File: config.mk
export PLATFORM = sky130hd
export DESIGN_NAME = scale_reply_frame_weight_parser_top
export DESIGN_NICKNAME = d
export VERILOG_FILES = /design/src/rtl/srfw_pkg.sv /design/src/rtl/scale_reply_frame_weight_parser_top.sv /design/src/rtl/srfw_front.sv /design/src/rtl/srfw_queue.sv /design/src/rtl/srfw_back.sv
export SDC_FILE = /design/constraint.sdc
export NUM_CORES = 1
export LEC_CHECK = 0
export ABC_AREA = 0
export BUFFER_PORTS_ARGS = -buffer_cell sky130_fd_sc_hd__buf_4
export CORE_MARGIN = 4
export CORE_UTILIZATION = 55
export CTS_CLUSTER_DIAMETER = 120
export CTS_CLUSTER_SIZE = 16
export DETAILED_ROUTE_END_ITERATION = 8
export GPL_TIMING_DRIVEN = 0
export PLACE_DENSITY = 0.72
export SKIP_LAST_GASP = 1
export SYNTH_ARGS = -nofsm -noshare
export SYNTH_HDL_FRONTEND = slang
export SYNTH_SLANG_ARGS = --single-unit
File: constraint.sdc
create_clock -name i_clk -period 21.7 [get_ports i_clk]
set_input_delay 1.085 -clock i_clk [delete_from_list [all_inputs] [get_ports i_clk]]
set_output_delay 1.085 -clock i_clk [all_outputs]
set_load 0.01 [all_outputs]
File: src/rtl/srfw_pkg.sv
// shared types, constants and helpers for the scale reply weight parser
// no dependencies; imported by every rtl module of the block
`default_nettype none

package srfw_pkg;

    localparam logic [7:0] BYTE_OPEN   = 8'hFF;
    localparam logic [7:0] BYTE_ESCAPE = 8'hFE;

    localparam logic [2:0] POS_BCD_LO = 3'd3;
    localparam logic [2:0] POS_BCD_HI = 3'd5;
    localparam logic [2:0] POS_STATUS = 3'd6;

    localparam int STAT_NEG      = 7;
    localparam int STAT_STABLE   = 4;
    localparam int STAT_OVERLOAD = 3;

    localparam logic [2:0] POINT_MAX = 3'd3;

    localparam int MAG_W   = 21;
    localparam int SCALE_W = 10;
    localparam int PROD_W  = 31;

    localparam logic signed [31:0] WEIGHT_LIMIT = 32'sd1666665000;

    // one frame worth of work for the back end
    typedef struct packed {
        logic [23:0] bcd;
        logic [7:0]  status;
    } t_job;

    // packed bcd byte weighted at face value: high*10 + low, at most 165
    function automatic logic [7:0] bcd_pair(input logic [7:0] b);
        logic [7:0] hi;
        logic [7:0] lo;
        hi = {4'd0, b[7:4]};
        lo = {4'd0, b[3:0]};
        return 8'((hi << 3) + (hi << 1) + lo);
    endfunction

endpackage

`default_nettype wire

File: src/rtl/scale_reply_frame_weight_parser_top.sv
// top level of the scale reply weight parser
// depends on srfw_pkg, srfw_front, srfw_queue and srfw_back
`default_nettype none

// Takes reply bytes from a scale link, one per transfer, and gives one weight
// result for every complete frame. An unescaped 0xFF (one not right after
// 0xFE) opens a frame; frame bytes 3..5 hold the weight as packed bcd, low byte
// first, and byte 6 is the status byte that closes the frame and yields the
// result: weight in grams scaled by 10^(3-pos) from status bits 2..0, negated
// when bit 7 is set, plus the stable (bit 4) and overload (bit 3) flags. A
// point position above 3 sets point_error and leaves the value unscaled.
// Nibbles above 9 are weighted at face value. tuser on the input marks the
// first byte of a new receive buffer, which clears all frame state first.
// Rate: one byte per clock while the job queue has room. A status byte's job
// passes through the job queue, back end stage a and the output register
// before its result reaches the output; the job queue (DEPTH entries) between
// the framing front end and the two-stage arithmetic back end absorbs output
// stalls, and input ready drops only while that queue is full.
module scale_reply_frame_weight_parser_top #(
    parameter int DEPTH = 4
) (
    input  wire         i_clk,
    input  wire         i_rst_n,
    // input byte stream
    input  wire         i_s_tvalid,
    output logic        o_s_tready,
    input  wire  [7:0]  i_s_tdata,   // [7:0] rx_byte
    input  wire  [0:0]  i_s_tuser,   // [0] buffer_start
    // weight result stream
    output logic        o_m_tvalid,
    input  wire         i_m_tready,
    output logic [31:0] o_m_tdata,   // [31:0] weight_grams (signed)
    output logic [2:0]  o_m_tuser    // [0] stable, [1] overload, [2] point_error
);
    import srfw_pkg::*;

    // front end to queue
    logic  push;
    t_job  push_job;
    logic  q_ready;

    // queue to back end
    logic  q_valid;
    t_job  q_job;
    logic  pop;

    // back end results
    logic signed [31:0] weight;
    logic               stable;
    logic               overload;
    logic               point_error;

    // framing, escape tracking and bcd capture; one job per status byte
    srfw_front u_front (
        .i_clk     (i_clk),
        .i_rst_n   (i_rst_n),
        .i_valid   (i_s_tvalid),
        .o_ready   (o_s_tready),
        .i_byte    (i_s_tdata),
        .i_start   (i_s_tuser[0]),
        .i_q_ready (q_ready),
        .o_push    (push),
        .o_job     (push_job)
    );

    // decouples byte intake from result delivery
    srfw_queue #(
        .DEPTH (DEPTH)
    ) u_queue (
        .i_clk   (i_clk),
        .i_rst_n (i_rst_n),
        .i_push  (push),
        .i_job   (push_job),
        .o_ready (q_ready),
        .i_pop   (pop),
        .o_valid (q_valid),
        .o_job   (q_job)
    );

    // bcd conversion, point scaling, sign and the output register
    srfw_back u_back (
        .i_clk         (i_clk),
        .i_rst_n       (i_rst_n),
        .i_q_valid     (q_valid),
        .i_job         (q_job),
        .o_pop         (pop),
        .o_valid       (o_m_tvalid),
        .i_ready       (i_m_tready),
        .o_weight      (weight),
        .o_stable      (stable),
        .o_overload    (overload),
        .o_point_error (point_error)
    );

    assign o_m_tdata = weight;
    assign o_m_tuser = {point_error, overload, stable};

endmodule

`default_nettype wire

File: src/rtl/srfw_front.sv
// front end: byte framing, escape tracking and bcd capture
// depends on srfw_pkg; pushes one job per status byte into srfw_queue
`default_nettype none

module srfw_front (
    input  wire                 i_clk,
    input  wire                 i_rst_n,
    input  wire                 i_valid,
    output logic                o_ready,
    input  wire  [7:0]          i_byte,
    input  wire                 i_start,
    input  wire                 i_q_ready,
    output logic                o_push,
    output srfw_pkg::t_job      o_job
);
    import srfw_pkg::*;

    logic        r_esc,  n_esc;
    logic        r_inf,  n_inf;
    logic [2:0]  r_pos,  n_pos;
    logic [23:0] r_bcd,  n_bcd;

    logic        e_esc;
    logic        e_inf;
    logic [2:0]  e_pos;
    logic [23:0] e_bcd;
    logic [2:0]  pos_inc;
    logic        accept;
    logic        is_status;

    assign o_ready = i_q_ready;
    assign accept  = i_valid && o_ready;

    // a buffer start clears frame state before this byte is looked at
    assign e_esc   = i_start ? 1'b0  : r_esc;
    assign e_inf   = i_start ? 1'b0  : r_inf;
    assign e_pos   = i_start ? 3'd0  : r_pos;
    assign e_bcd   = i_start ? 24'd0 : r_bcd;
    assign pos_inc = e_pos + 3'd1;

    always_comb begin
        n_esc     = i_byte == BYTE_ESCAPE;
        n_inf     = e_inf;
        n_pos     = e_pos;
        n_bcd     = e_bcd;
        is_status = 1'b0;
        if (i_byte == BYTE_OPEN && !e_esc) begin
            n_inf = 1'b1;
            n_pos = 3'd0;
            n_bcd = 24'd0;
        end else if (e_inf) begin
            n_pos = pos_inc;
            if (pos_inc >= POS_BCD_LO && pos_inc <= POS_BCD_HI) begin
                case (pos_inc)
                    POS_BCD_LO:        n_bcd[7:0]   = i_byte;
                    POS_BCD_LO + 3'd1: n_bcd[15:8]  = i_byte;
                    default:           n_bcd[23:16] = i_byte;
                endcase
            end else if (pos_inc == POS_STATUS) begin
                is_status = 1'b1;
                n_inf     = 1'b0;
                n_pos     = 3'd0;
            end
        end
    end

    assign o_push       = accept && is_status;
    assign o_job.bcd    = e_bcd;
    assign o_job.status = i_byte;

    always_ff @(posedge i_clk) begin
        if (!i_rst_n) begin
            r_esc <= 1'b0;
            r_inf <= 1'b0;
            r_pos <= 3'd0;
            r_bcd <= 24'd0;
        end else if (accept) begin
            r_esc <= n_esc;
            r_inf <= n_inf;
            r_pos <= n_pos;
            r_bcd <= n_bcd;
        end
    end

endmodule

`default_nettype wire

File: src/rtl/srfw_queue.sv
// small register fifo carrying frame jobs from front end to back end
// depends on srfw_pkg for the job type
`default_nettype none

module srfw_queue #(
    parameter int DEPTH = 4
) (
    input  wire                 i_clk,
    input  wire                 i_rst_n,
    input  wire                 i_push,
    input  srfw_pkg::t_job      i_job,
    output logic                o_ready,
    input  wire                 i_pop,
    output logic                o_valid,
    output srfw_pkg::t_job      o_job
);
    import srfw_pkg::*;

    localparam int IW = (DEPTH > 1) ? $clog2(DEPTH) : 1;
    localparam int CW = $clog2(DEPTH + 1);
    localparam logic [IW-1:0] LAST = IW'(DEPTH - 1);
    localparam logic [CW-1:0] FULL = CW'(DEPTH);

    t_job          r_mem [DEPTH];
    logic [IW-1:0] r_wr, n_wr;
    logic [IW-1:0] r_rd, n_rd;
    logic [CW-1:0] r_cnt, n_cnt;
    logic          do_push;
    logic          do_pop;

    assign o_ready = r_cnt != FULL;
    assign o_valid = r_cnt != '0;
    assign o_job   = r_mem[r_rd];
    assign do_push = i_push && o_ready;
    assign do_pop  = i_pop && o_valid;

    always_comb begin
        n_wr  = r_wr;
        n_rd  = r_rd;
        n_cnt = r_cnt;
        if (do_push) begin
            n_wr = (r_wr == LAST) ? '0 : r_wr + IW'(1);
        end
        if (do_pop) begin
            n_rd = (r_rd == LAST) ? '0 : r_rd + IW'(1);
        end
        if (do_push && !do_pop) begin
            n_cnt = r_cnt + CW'(1);
        end else if (do_pop && !do_push) begin
            n_cnt = r_cnt - CW'(1);
        end
    end

    always_ff @(posedge i_clk) begin
        if (do_push) begin
            r_mem[r_wr] <= i_job;
        end
    end

    always_ff @(posedge i_clk) begin
        if (!i_rst_n) begin
            r_wr  <= '0;
            r_rd  <= '0;
            r_cnt <= '0;
        end else begin
            r_wr  <= n_wr;
            r_rd  <= n_rd;
            r_cnt <= n_cnt;
        end
    end

    a_cnt_bound: assert property (@(posedge i_clk) disable iff (!i_rst_n)
        r_cnt <= FULL)
        else $error("queue count above depth");

    a_cnt_track: assert property (@(posedge i_clk) disable iff (!i_rst_n)
        (do_push && !do_pop) |=> r_cnt == $past(r_cnt) + CW'(1))
        else $error("queue count missed a push");

    a_ptr_gap: assert property (@(posedge i_clk) disable iff (!i_rst_n)
        (r_cnt == '0 || r_cnt == FULL) |-> r_wr == r_rd)
        else $error("queue pointers disagree with count");

endmodule

`default_nettype wire

File: src/rtl/srfw_back.sv
// back end: bcd to binary, point scaling, sign and output register
// depends on srfw_pkg; pops jobs from srfw_queue
`default_nettype none

module srfw_back (
    input  wire                 i_clk,
    input  wire                 i_rst_n,
    input  wire                 i_q_valid,
    input  srfw_pkg::t_job      i_job,
    output logic                o_pop,
    output logic                o_valid,
    input  wire                 i_ready,
    output logic signed [31:0]  o_weight,
    output logic                o_stable,
    output logic                o_overload,
    output logic                o_point_error
);
    import srfw_pkg::*;

    // stage a: magnitude and status
    logic               r_a_valid;
    logic [MAG_W-1:0]   r_a_mag;
    logic [7:0]         r_a_status;
    logic [MAG_W-1:0]   n_a_mag;

    // stage b: output register
    logic               r_b_valid;
    logic signed [31:0] r_b_weight;
    logic               r_b_stable;
    logic               r_b_overload;
    logic               r_b_perr;

    logic               b_free;
    logic               a_adv;
    logic               a_free;
    logic [SCALE_W-1:0] scale;
    logic               perr;
    logic [PROD_W-1:0]  prod;
    logic [31:0]        n_b_weight;

    assign b_free = !r_b_valid || i_ready;
    assign a_adv  = r_a_valid && b_free;
    assign a_free = !r_a_valid || a_adv;
    assign o_pop  = i_q_valid && a_free;

    assign n_a_mag = MAG_W'(bcd_pair(i_job.bcd[7:0]))
                   + MAG_W'(bcd_pair(i_job.bcd[15:8])) * MAG_W'(100)
                   + MAG_W'(bcd_pair(i_job.bcd[23:16])) * MAG_W'(10000);

    always_comb begin
        perr = 1'b0;
        unique case (r_a_status[2:0])
            3'd0:    scale = SCALE_W'(1000);
            3'd1:    scale = SCALE_W'(100);
            3'd2:    scale = SCALE_W'(10);
            3'd3:    scale = SCALE_W'(1);
            default: begin
                scale = SCALE_W'(1);
                perr  = 1'b1;
            end
        endcase
    end

    assign prod       = PROD_W'(r_a_mag) * PROD_W'(scale);
    assign n_b_weight = r_a_status[STAT_NEG] ? -{1'b0, prod} : {1'b0, prod};

    always_ff @(posedge i_clk) begin
        if (!i_rst_n) begin
            r_a_valid <= 1'b0;
        end else if (a_free) begin
            r_a_valid <= i_q_valid;
        end
    end

    always_ff @(posedge i_clk) begin
        if (o_pop) begin
            r_a_mag    <= n_a_mag;
            r_a_status <= i_job.status;
        end
    end

    always_ff @(posedge i_clk) begin
        if (!i_rst_n) begin
            r_b_valid <= 1'b0;
        end else if (b_free) begin
            r_b_valid <= r_a_valid;
        end
    end

    always_ff @(posedge i_clk) begin
        if (a_adv) begin
            r_b_weight   <= n_b_weight;
            r_b_stable   <= r_a_status[STAT_STABLE];
            r_b_overload <= r_a_status[STAT_OVERLOAD];
            r_b_perr     <= perr;
        end
    end

    assign o_valid       = r_b_valid;
    assign o_weight      = r_b_weight;
    assign o_stable      = r_b_stable;
    assign o_overload    = r_b_overload;
    assign o_point_error = r_b_perr;

    a_weight_range: assert property (@(posedge i_clk) disable iff (!i_rst_n)
        r_b_valid |-> (r_b_weight <= WEIGHT_LIMIT && r_b_weight >= -WEIGHT_LIMIT))
        else $error("weight outside reachable range");

    a_perr_unscaled: assert property (@(posedge i_clk) disable iff (!i_rst_n)
        (r_b_valid && r_b_perr) |->
            (r_b_weight <= 32'sd1666665 && r_b_weight >= -32'sd1666665))
        else $error("point error result was scaled");

    a_stage_hold: assert property (@(posedge i_clk) disable iff (!i_rst_n)
        (r_a_valid && !a_adv) |=> (r_a_valid && $stable(r_a_mag) && $stable(r_a_status)))
        else $error("stalled stage a lost its job");

endmodule

`default_nettype wire
Yosys cells after proc, flatten, opt, wreduce, memory -nomap -nowiden
Memory sizes are Yosys's and may differ from the RTL's. A register that Yosys moved wholly into a read port is not among the register bits.
Cells that the tools add are included.
{"block": "word_totals", "mem_count": 1, "ramBits": 128, "input_bits": 13, "ff_bits": 102}
{"block": "classes", "n_reduce_logical": 22, "n_eq_ne": 11, "n_addsub": 14, "n_mul": 3, "n_mux": 33, "order_cmp": 2}
{"memory": "u_queue.r_mem", "depth": 4, "width": 32, "rd": 1, "rd_ports_with_merged_regs": 1, "wr": 1, "line_no": "srfw_queue.sv:24", "source": "t_job r_mem [DEPTH];"}
{"cell": "two-way mux 24 bit", "n": 4}
{"cell": "negator 31 -> 32 bit", "n": 1}
{"cell": "multiplier 21 x 10 -> 31 bit", "n": 1}
{"cell": "two-way mux 31 bit", "n": 1}
{"cell": "case mux 10 bit (3 select lines)", "n": 1}
{"cell": "adder 7 x 5 -> 8 bit", "n": 3}
{"cell": "adder 8 x 4 -> 8 bit", "n": 3}
{"cell": "two-way mux 8 bit", "n": 3}
{"cell": "adder 21 bit", "n": 1}
{"cell": "two-way mux 3 bit", "n": 7}
{"cell": "multiplier 8 x 10 -> 17 bit, second input constant", "n": 1}
{"cell": "adder 8 x 15 -> 16 bit", "n": 1}
{"cell": "equality test 8 bit, second input constant", "n": 2}
{"cell": "multiplier 8 x 5 -> 13 bit, second input constant", "n": 1}
{"cell": "two-way mux 1 bit", "n": 13}
{"cell": "logical AND 1 bit", "n": 10}
{"cell": "equality test 3 x 2 -> 1 bit, second input constant", "n": 3}
{"cell": "two-way mux 2 bit", "n": 4}
{"cell": "adder 3 x 1 -> 3 bit, second input constant", "n": 2}
{"cell": "equality test 3 bit, second input constant", "n": 2}
{"cell": "logical NOT 1 bit", "n": 5}
{"cell": "adder 2 x 1 -> 2 bit, second input constant", "n": 2}
{"cell": "equality test 2 bit, second input constant", "n": 2}
{"cell": "OR reduction 4 bit", "n": 1}
{"cell": "10 further kinds", "n": 11}

Logic depth before layout (Yosys ltp)
Gate-level depths: netlist of the first run.
{"block": "logic_depth", "depth_word": 13, "depth_mapped": 31}

Hierarchy
Synthesis of the first run repeated with hierarchy kept, for this count alone.
{"block": "unflattened", "hier_cells": 1638, "hier_area_um2": 18634.1}
{"mod": "srfw_back", "cells_per_inst": 1266, "area_each_um2": 11989.0, "seq_area_each_um2": 1901.8, "instances": 1}
{"mod": "srfw_queue", "cells_per_inst": 218, "area_each_um2": 5094.9, "seq_area_each_um2": 4023.9, "instances": 1}
{"mod": "srfw_front", "cells_per_inst": 151, "area_each_um2": 1527.7, "seq_area_each_um2": 580.6, "instances": 1}
{"mod": "scale_reply_frame_weight_parser_top", "cells_per_inst": 3, "area_each_um2": 22.5, "seq_area_each_um2": 0.0, "instances": 1}

Worst setup path after synthesis of the first run
Ideal clock, no wire load.
{"block": "synth_path", "kind": "register to register", "startpoint": "register (tool-made name)", "endpoint": "register u_back.r_a_mag[20] (data pin)", "setup_time_ps": 264, "t_arrival_ps": 7044, "path_buffers": 2, "required_ps": 21436, "path_slack_ps": 14392, "path_stages_with_launch": 27, "path_cell_list": "dfxtp_1 -> buf_1 -> buf_1 -> mux4_2 -> inv_1 -> fa_1 -> fa_1 -> inv_1 -> ha_1 -> ha_1 -> inv_1 -> fa_1 -> inv_1 -> ha_1 -> xor2_1 -> ha_1 -> nor2b_1 -> o21a_1 -> and3_1 -> xor2_1 -> ha_1 -> nand3_1 -> nand2_1 -> a41o_1 -> o41ai_1 -> nor4_1 -> xnor2_1"}
{"item": "end signal, assigned", "line_no": "srfw_back.sv:77", "source": "r_a_mag <= n_a_mag;"}
{"item": "end, declared", "line_no": "srfw_back.sv:22", "source": "logic [MAG_W-1:0] r_a_mag;"}

Worst setup path in the final report of the first run
{"block": "layout_path", "startpoint": "register u_back.r_a_status[0]", "endpoint": "register u_back.r_b_weight[29], in the netlist u_back.o_weight[29] (data pin)"}
{"block": "layout_via", "elab_chain_cells": 5, "word_cells_on_any_way": 7, "classes_between": "1 x add/sub; 1 x mul; 2 x eq/ne; 2 x mux; 1 x reduce/logical"}
{"item": "start, declared", "line_no": "srfw_back.sv:23", "source": "logic [7:0] r_a_status;"}
{"item": "start signal, assigned", "line_no": "srfw_back.sv:78", "source": "r_a_status <= i_job.status;"}
{"item": "equality test 3 x 2 -> 1 bit (tied with other cells)", "line_no": "srfw_back.sv:52", "source": "unique case (r_a_status[2:0])"}
{"item": "case mux 10 bit (3 select lines) *", "line_no": "srfw_back.sv:52"}
{"item": "multiplier 21 x 10 -> 31 bit *", "line_no": "srfw_back.sv:64", "source": "assign prod = PROD_W'(r_a_mag) * PROD_W'(scale);"}
{"item": "negator 31 -> 32 bit", "line_no": "srfw_back.sv:65", "source": "assign n_b_weight = r_a_status[STAT_NEG] ? -{1'b0, prod} : {1'b0, prod};"}
{"item": "two-way mux 31 bit *", "line_no": "srfw_back.sv:65"}
{"item": "named net u_back.n_b_weight[29]", "line_no": "srfw_back.sv:39", "source": "logic [31:0] n_b_weight;"}
{"item": "end signal, assigned", "line_no": "srfw_back.sv:92", "source": "r_b_weight <= n_b_weight;"}
{"item": "end, declared", "line_no": "srfw_back.sv:28", "source": "logic signed [31:0] r_b_weight;"}
Mark *: on every way through the listed nets, which the timed path passes. The rest lies on a longest branch.
A chain may end at the register's enable or synchronous reset.

==> results.cfg, run 1 <==
[timing]
fin_crit_sh = 0.393
clock-skew-final_ps = 19.3
maxSlewHeadroom = 0.339
rsz0062_at_grt = false
setup-violations-final = 0
max_slew.worst_pin.slew_ps = 991
drv_slew = 0
hold_viol = 0
period_needed_ps = 8530
setup_tns_ps = 0
fmax_ghz = 0.117

[grt]
grt_pass1_wl_um = 62200
antenna_found_initial = 0
grt_use_total = 0.209
grt_pass1_vias = 12700
grt_max_degree = 35
grt_overflow = 0

[detailed_routing]
avgRoutedWirePerCell_um = 16.5
drc = 0
dr.pass1.iters = 5
avgViaCountPerCell = 5.40
ant_nets = 0
drt_iter0_drc = 470
totalWireLength_um = 37100
vias = 12100

[critical_path]
cp_max_fo = 10
crit_required_ps = 21950
endpoint_kind = flop
r2r_end = u_back.o_weight[29]
path_cells = clkbuf_1 > nor2_1 > clkbuf_1 > buf_1 > nand2_1 > fa_1 > inv_1 > fa_1 > fa_1 > fa_1 > inv_1 > fa_1 > inv_1 > ha_1 > a21oi_1 > o221ai_1 > a21oi_2 > o221ai_2 > xor2_1 > or3_4 > nand4bb_4 > or4_4 > o31ai_1 > xnor2_1
cp_slowest_stage_delay_ps = 600
start_kind = flop
worstPathArrival_ps = 8770
slowest_stage = or4_4
r2r_cells = 24
rrSetupSlack_ps = 13170
timing_worst_setup_path_type = reg2reg
r2r-start = u_back.r_a_status[0]
crit_top_cell = fa_1

[floorplanning]
rows = 66
dieArea_um2 = 36700
start_util = 0.564
io_pins = 50
dieHeight_um = 192
die_width_um = 192
fp.coreArea_um2 = 32900

[clock_tree]
postCtsSetupBuffers = 0
clk_pin_slew_ps = 80
clockBufferDepth = 3
cts_num_sinks = 222
htree_levels = 1
cts_resized = 0
cts-root-buf = clkbuf_16
clock_latency_ps = 520
cts_buffers = 18
cts_hold_buf = 0
tritoncts = yes

[placed_design]
dp.cells = 2212
gp_congestion = 0.864
port-buffer-count = 48
dp_hpwl_um = 29400

[yosys]
synth_seq_cells = 222
synth_area_leader_cell = edfxtp_1
synth_most_common_cell = inv_1
avgSynthCellArea_um2 = 10.8
synth_nets = 2084
yosysUniqueCellTypes = 71
postSynthCellCount = 1720
synth_edf_count = 182
synth_top_area_frac = 0.295
async_flop_share = 0
synth_area_leaders = edfxtp_1 29%, fa_1 16%, ha_1 14%
yosysSeqAreaShare = 0.338
synth_common_cells = 259 x inv_1, 204 x ha_1, 182 x edfxtp_1
synth_flop_cell = edfxtp_1
syn_area_um2 = 18600
synth_warnings = 0

[cells_and_area]
antenna_cells = 0
drive_gt1_frac = 0.0805
areaGrowthSynthToFinish_pct = 8.35
num-fill-cells = 2741
final_nets = 2154
fin_util = 0.612
post_layout_nonfiller_instances = 2244

[worst_hold_path]
min_to = u_back.o_overload
hold_depth = 0
min_path_type = reg2reg
min_from = u_back.r_a_status[3]

[outcome]
status = completed

[job]
timing.max_cap.violations = 0
layout make-up:
class                           instances  area [µm²]  share of cell area
Multi-Input combinational cell       1177       11100               0.551
Sequential cell                       222        6270               0.312
Inverter                              259         972              0.0484
Tap cell                              442         553              0.0275
Clock buffer                           28         488              0.0243
Timing Repair Buffer                   50         400              0.0199
Buffer                                 62         258              0.0128
Clock inverter                          4        78.8             0.00392
placed cells by master (no fill, tap or decap), drive strengths merged, types with 4 or more instances in the layout:
master and instances:
a21o 25, nand3 35, edfxtp 182, o31ai 10, xnor2 83, dfxtp 40
and2 59, clkbuf 73, nor2 65, a211oi 4, fa 147, xor2 32
o221ai 4, mux4 30, o21ai 72, a21oi 65, a31oi 7, nand2b 11
inv 260, and3 10, a21boi 6, or3 8, nor2b 44, o41ai 4
buf 67, nand4 7, nor3 20, o21bai 12, ha 204, or2 10
nand2 136, mux2i 28, o21a 6
state kept, by name, summed over array words and instances (netlist names), 2 cells and up, named ones only:
| register | cells |
|---|---|
| u_front.r_bcd | 24 |
| u_queue.r_cnt | 3 |
| u_queue.r_wr | 2 |
| u_back.r_a_status | 6 |
| u_back.o_weight | 32 |
| u_queue.r_rd | 2 |
| u_queue.r_mem | 120 |
| u_back.r_a_mag | 21 |
| u_front.r_pos | 3 |
logic make-up after synthesis:
logic type	Yosys count	synth area share
flops	222	0.338
fa+ha+maj	351	0.296
simple gates	422	0.115
xor+xnor	115	0.0543
compound gates	231	0.0789
mux	58	0.0515
buf+inv	321	0.0663
critical path: cells and delay by family, from the launching register on:
| family | cells | cell delay [ps] |
|---|---|---|
| adders and majority gates | 6 | 2980 |
| and+or+nand+nor | 5 | 2020 |
| buffers and inverters | 6 | 1470 |
| AOI/OAI and AO/OA | 5 | 1090 |
| DFF | 1 | 400 |
| xor gates and xnor gates | 2 | 290 |
how the worst max path moves through the flow:
stage | start | endpoint | slack [ps] | cells past startpoint
2_1_floorplan | flop | u_back.r_a_mag[20] | 14390 | 26
3_3_place_gp | flop | u_back.r_a_mag[20] | 13330 | 28
3_5_place_dp | flop | u_back.r_a_mag[20] | 13180 | 28
4_1_cts | flop | u_back.r_a_mag[20] | 13180 | 28
5_1_grt | flop | u_back.r_a_mag[20] | 12620 | 28
6_report | u_back.r_a_status[0] | u_back.o_weight[29] | 13170 | 24
per-layer routing:
layer  vias up  GRT usage  part of all wire
met5         -          0                 0
met4         0     0.0525             0.023
met3        58     0.0191             0.039
met2       237      0.386              0.52
met1      5889      0.266              0.42
li1       5932          -                 -
metrics by stage:
step                      instance area, µm²  worst slack [ps]  hold WS (ps)
after detailed placement               19500             13180           405
final                                  20100             13170           416
after CTS                              20100             13180           414
after global routing                   20100             12620           430
after global placement                 19500             13330           403
after floorplan                        18600             14390           400
Power of run 1 is not shown: default switching activity piles up to over one toggle a cycle in this logic, so the estimate is an artifact.
==> run 2: changes to the inputs <==
ABC_AREA = 1   (was 0)
PLACE_DENSITY = 0.74   (was 0.72)
clock period = 7.25 ns   (was 21.7 ns; I/O delays follow)
==> results.cfg, run 2 <==
[yosys]
synth_area_leaders = edfxtp_1 28%, fa_1 15%, ha_1 13%
synth_top_area_frac = 0.279
syn_area_um2 = 19600
synth_edf_count = 182
postSynthCellCount = 2293
synth_area_leader_cell = edfxtp_1
synth_most_common_cell = nand2_1
synth_seq_cells = 222
synth_warnings = 0
async_flop_share = 0
synth_common_cells = 536 x nand2_1, 462 x inv_1, 204 x ha_1
synth_nets = 2657
synth_flop_cell = edfxtp_1
yosysSeqAreaShare = 0.320
avgSynthCellArea_um2 = 8.53
yosysUniqueCellTypes = 51

[grt]
grt_overflow = 0
grt_pass1_vias = 15200
grt_pass1_wl_um = 72900
grt_use_total = 0.227
grt_max_degree = 34
antenna_found_initial = 0

[floorplanning]
rows = 68
dieHeight_um = 197
fp.coreArea_um2 = 34800
io_pins = 50
die_width_um = 197
dieArea_um2 = 38600
start_util = 0.562

[clock_tree]
cts_hold_buf = 0
clock_latency_ps = 510
clockBufferDepth = 3
cts-root-buf = clkbuf_16
cts_num_sinks = 222
clk_pin_slew_ps = 70
htree_levels = 1
tritoncts = yes
cts_buffers = 18

[critical_path]
slowest_stage = fa_1
r2r-start = u_back.r_a_status[2]
r2r_end = u_back.o_weight[30]
crit_required_ps = 7520
rrSetupSlack_ps = 440
timing_worst_setup_path_type = reg2reg
start_kind = flop
crit_top_cell = nand2_1
cp_slowest_stage_delay_ps = 580
worstPathArrival_ps = 7080
cp_max_fo = 10
endpoint_kind = flop
r2r_cells = 30

[timing]
max_slew.worst_pin.slew_ps = 1170
fin_crit_sh = 0.940
rsz0062_at_grt = true
setup-violations-final = 0
drv_slew = 0
fmax_ghz = 0.147
maxSlewHeadroom = 0.223
period_needed_ps = 6810
setup_tns_ps = 0
hold_slack_ps = 111
clock-skew-final_ps = 21.1
hold_viol = 0

[cells_and_area]
largest_register = u_queue.r_mem
largest_register_ffs = 120
drive_gt1_frac = 0.0811
fin_util = 0.615
post_layout_nonfiller_instances = 2835
final_common_cell = nand2_1
areaGrowthSynthToFinish_pct = 9.42
mostFrequentLayoutCells = 535 x nand2_1, 460 x inv_1, 203 x ha_1
final_nets = 2734

[outcome]
status = completed

[worst_hold_path]
min_from = i_s_tdata[0]
hold_depth = 1
min_path_type = in2reg
min_to = u_queue.r_mem[0][0]

[placed_design]
dp_hpwl_um = 35000
dp.cells = 2802
gp_congestion = 0.950
port-buffer-count = 49

[detailed_routing]
totalWireLength_um = 43300
dr.pass1.iters = 5
avgViaCountPerCell = 5.26
drc = 0
vias = 14900
avgRoutedWirePerCell_um = 15.3
ant_nets = 0
drt_iter0_drc = 776

[job]
timing.max_cap.violations = 0
run 2: cell types whose count changed after synthesis, moves of 20 or more:
cell and delta:
nor2b_1 -44, and2_1 -56, o22ai_1 +21, nand3_1 +42, inv_1 +203, mux4_2 -30
xor2_1 +20, a21oi_1 +44, o211ai_1 +26, xnor2_1 -63, nand2_1 +400, mux2i_1 -28
nor2_1 +99, a21o_1 -25
run 2: logic make-up after synthesis:
group / after synthesis / synth area share
AND/OR/NAND/NOR: 856 / 0.183
buffers and inverters: 521 / 0.101
adder cells (fa/ha/maj): 352 / 0.281
AO/OA/AOI/OAI: 268 / 0.0806
flip-flops: 222 / 0.320
XOR/XNOR: 74 / 0.0339
run 2: layout make-up:
class                           instances  area [µm²]
Clock buffer                           27         505
Sequential cell                       222        6270
Tap cell                              455         569
Clock inverter                          2        46.3
Multi-Input combinational cell       1550       11500
Inverter                              472        1770
Buffer                                 47         273
Timing Repair Buffer                   59         505
Antenna cell                            1        2.50
Fill cell                            2957       13400
run 2: worst max-delay path by stage:
stage / from / to / slack, ps / depth (start not counted)
2_1_floorplan: flop / u_back.r_a_mag[20] / 470 / 36
3_3_place_gp: flop / u_back.r_a_mag[20] / -680 / 38
3_5_place_dp: flop / u_back.r_a_mag[20] / -810 / 38
4_1_cts: flop / u_back.r_a_mag[20] / -10 / 34
5_1_grt: flop / u_back.r_a_mag[20] / -50 / 37
6_report: u_back.r_a_status[2] / u_back.o_weight[30] / 440 / 30
run 2: stage by stage:
step,setup slack (ps),instance area [µm²]
3_5_place_dp,-808,20600
2_1_floorplan,475,19600
3_3_place_gp,-676,20500
6_report,436,21400
5_1_grt,-49.4,21400
4_1_cts,-12.5,21200
run 2: repair_timing:
item                       CTS  global route
buffers inserted             0             5
pin swaps                    0             4
setup endpoints to repair   21            19
resized for setup           23            71
run 2: worst max-delay path, delay by kind of cell, from the launching register on:
family,cells,cell delay (ps)
AND/OR/NAND/NOR,17,2070
flip-flops,1,510
buffers and inverters,7,930
adder cells (fa/ha/maj),6,3060
run 2: per-layer routing:
metal / track usage / share of wire / vias to the layer above
li1: - / - / 7448
met1: 0.288 / 0.42 / 7079
met2: 0.423 / 0.51 / 331
met3: 0.0210 / 0.043 / 61
met4: 0.0506 / 0.024 / 0
met5: 0 / 0 / -
Power of run 2 is left out for the same reason.
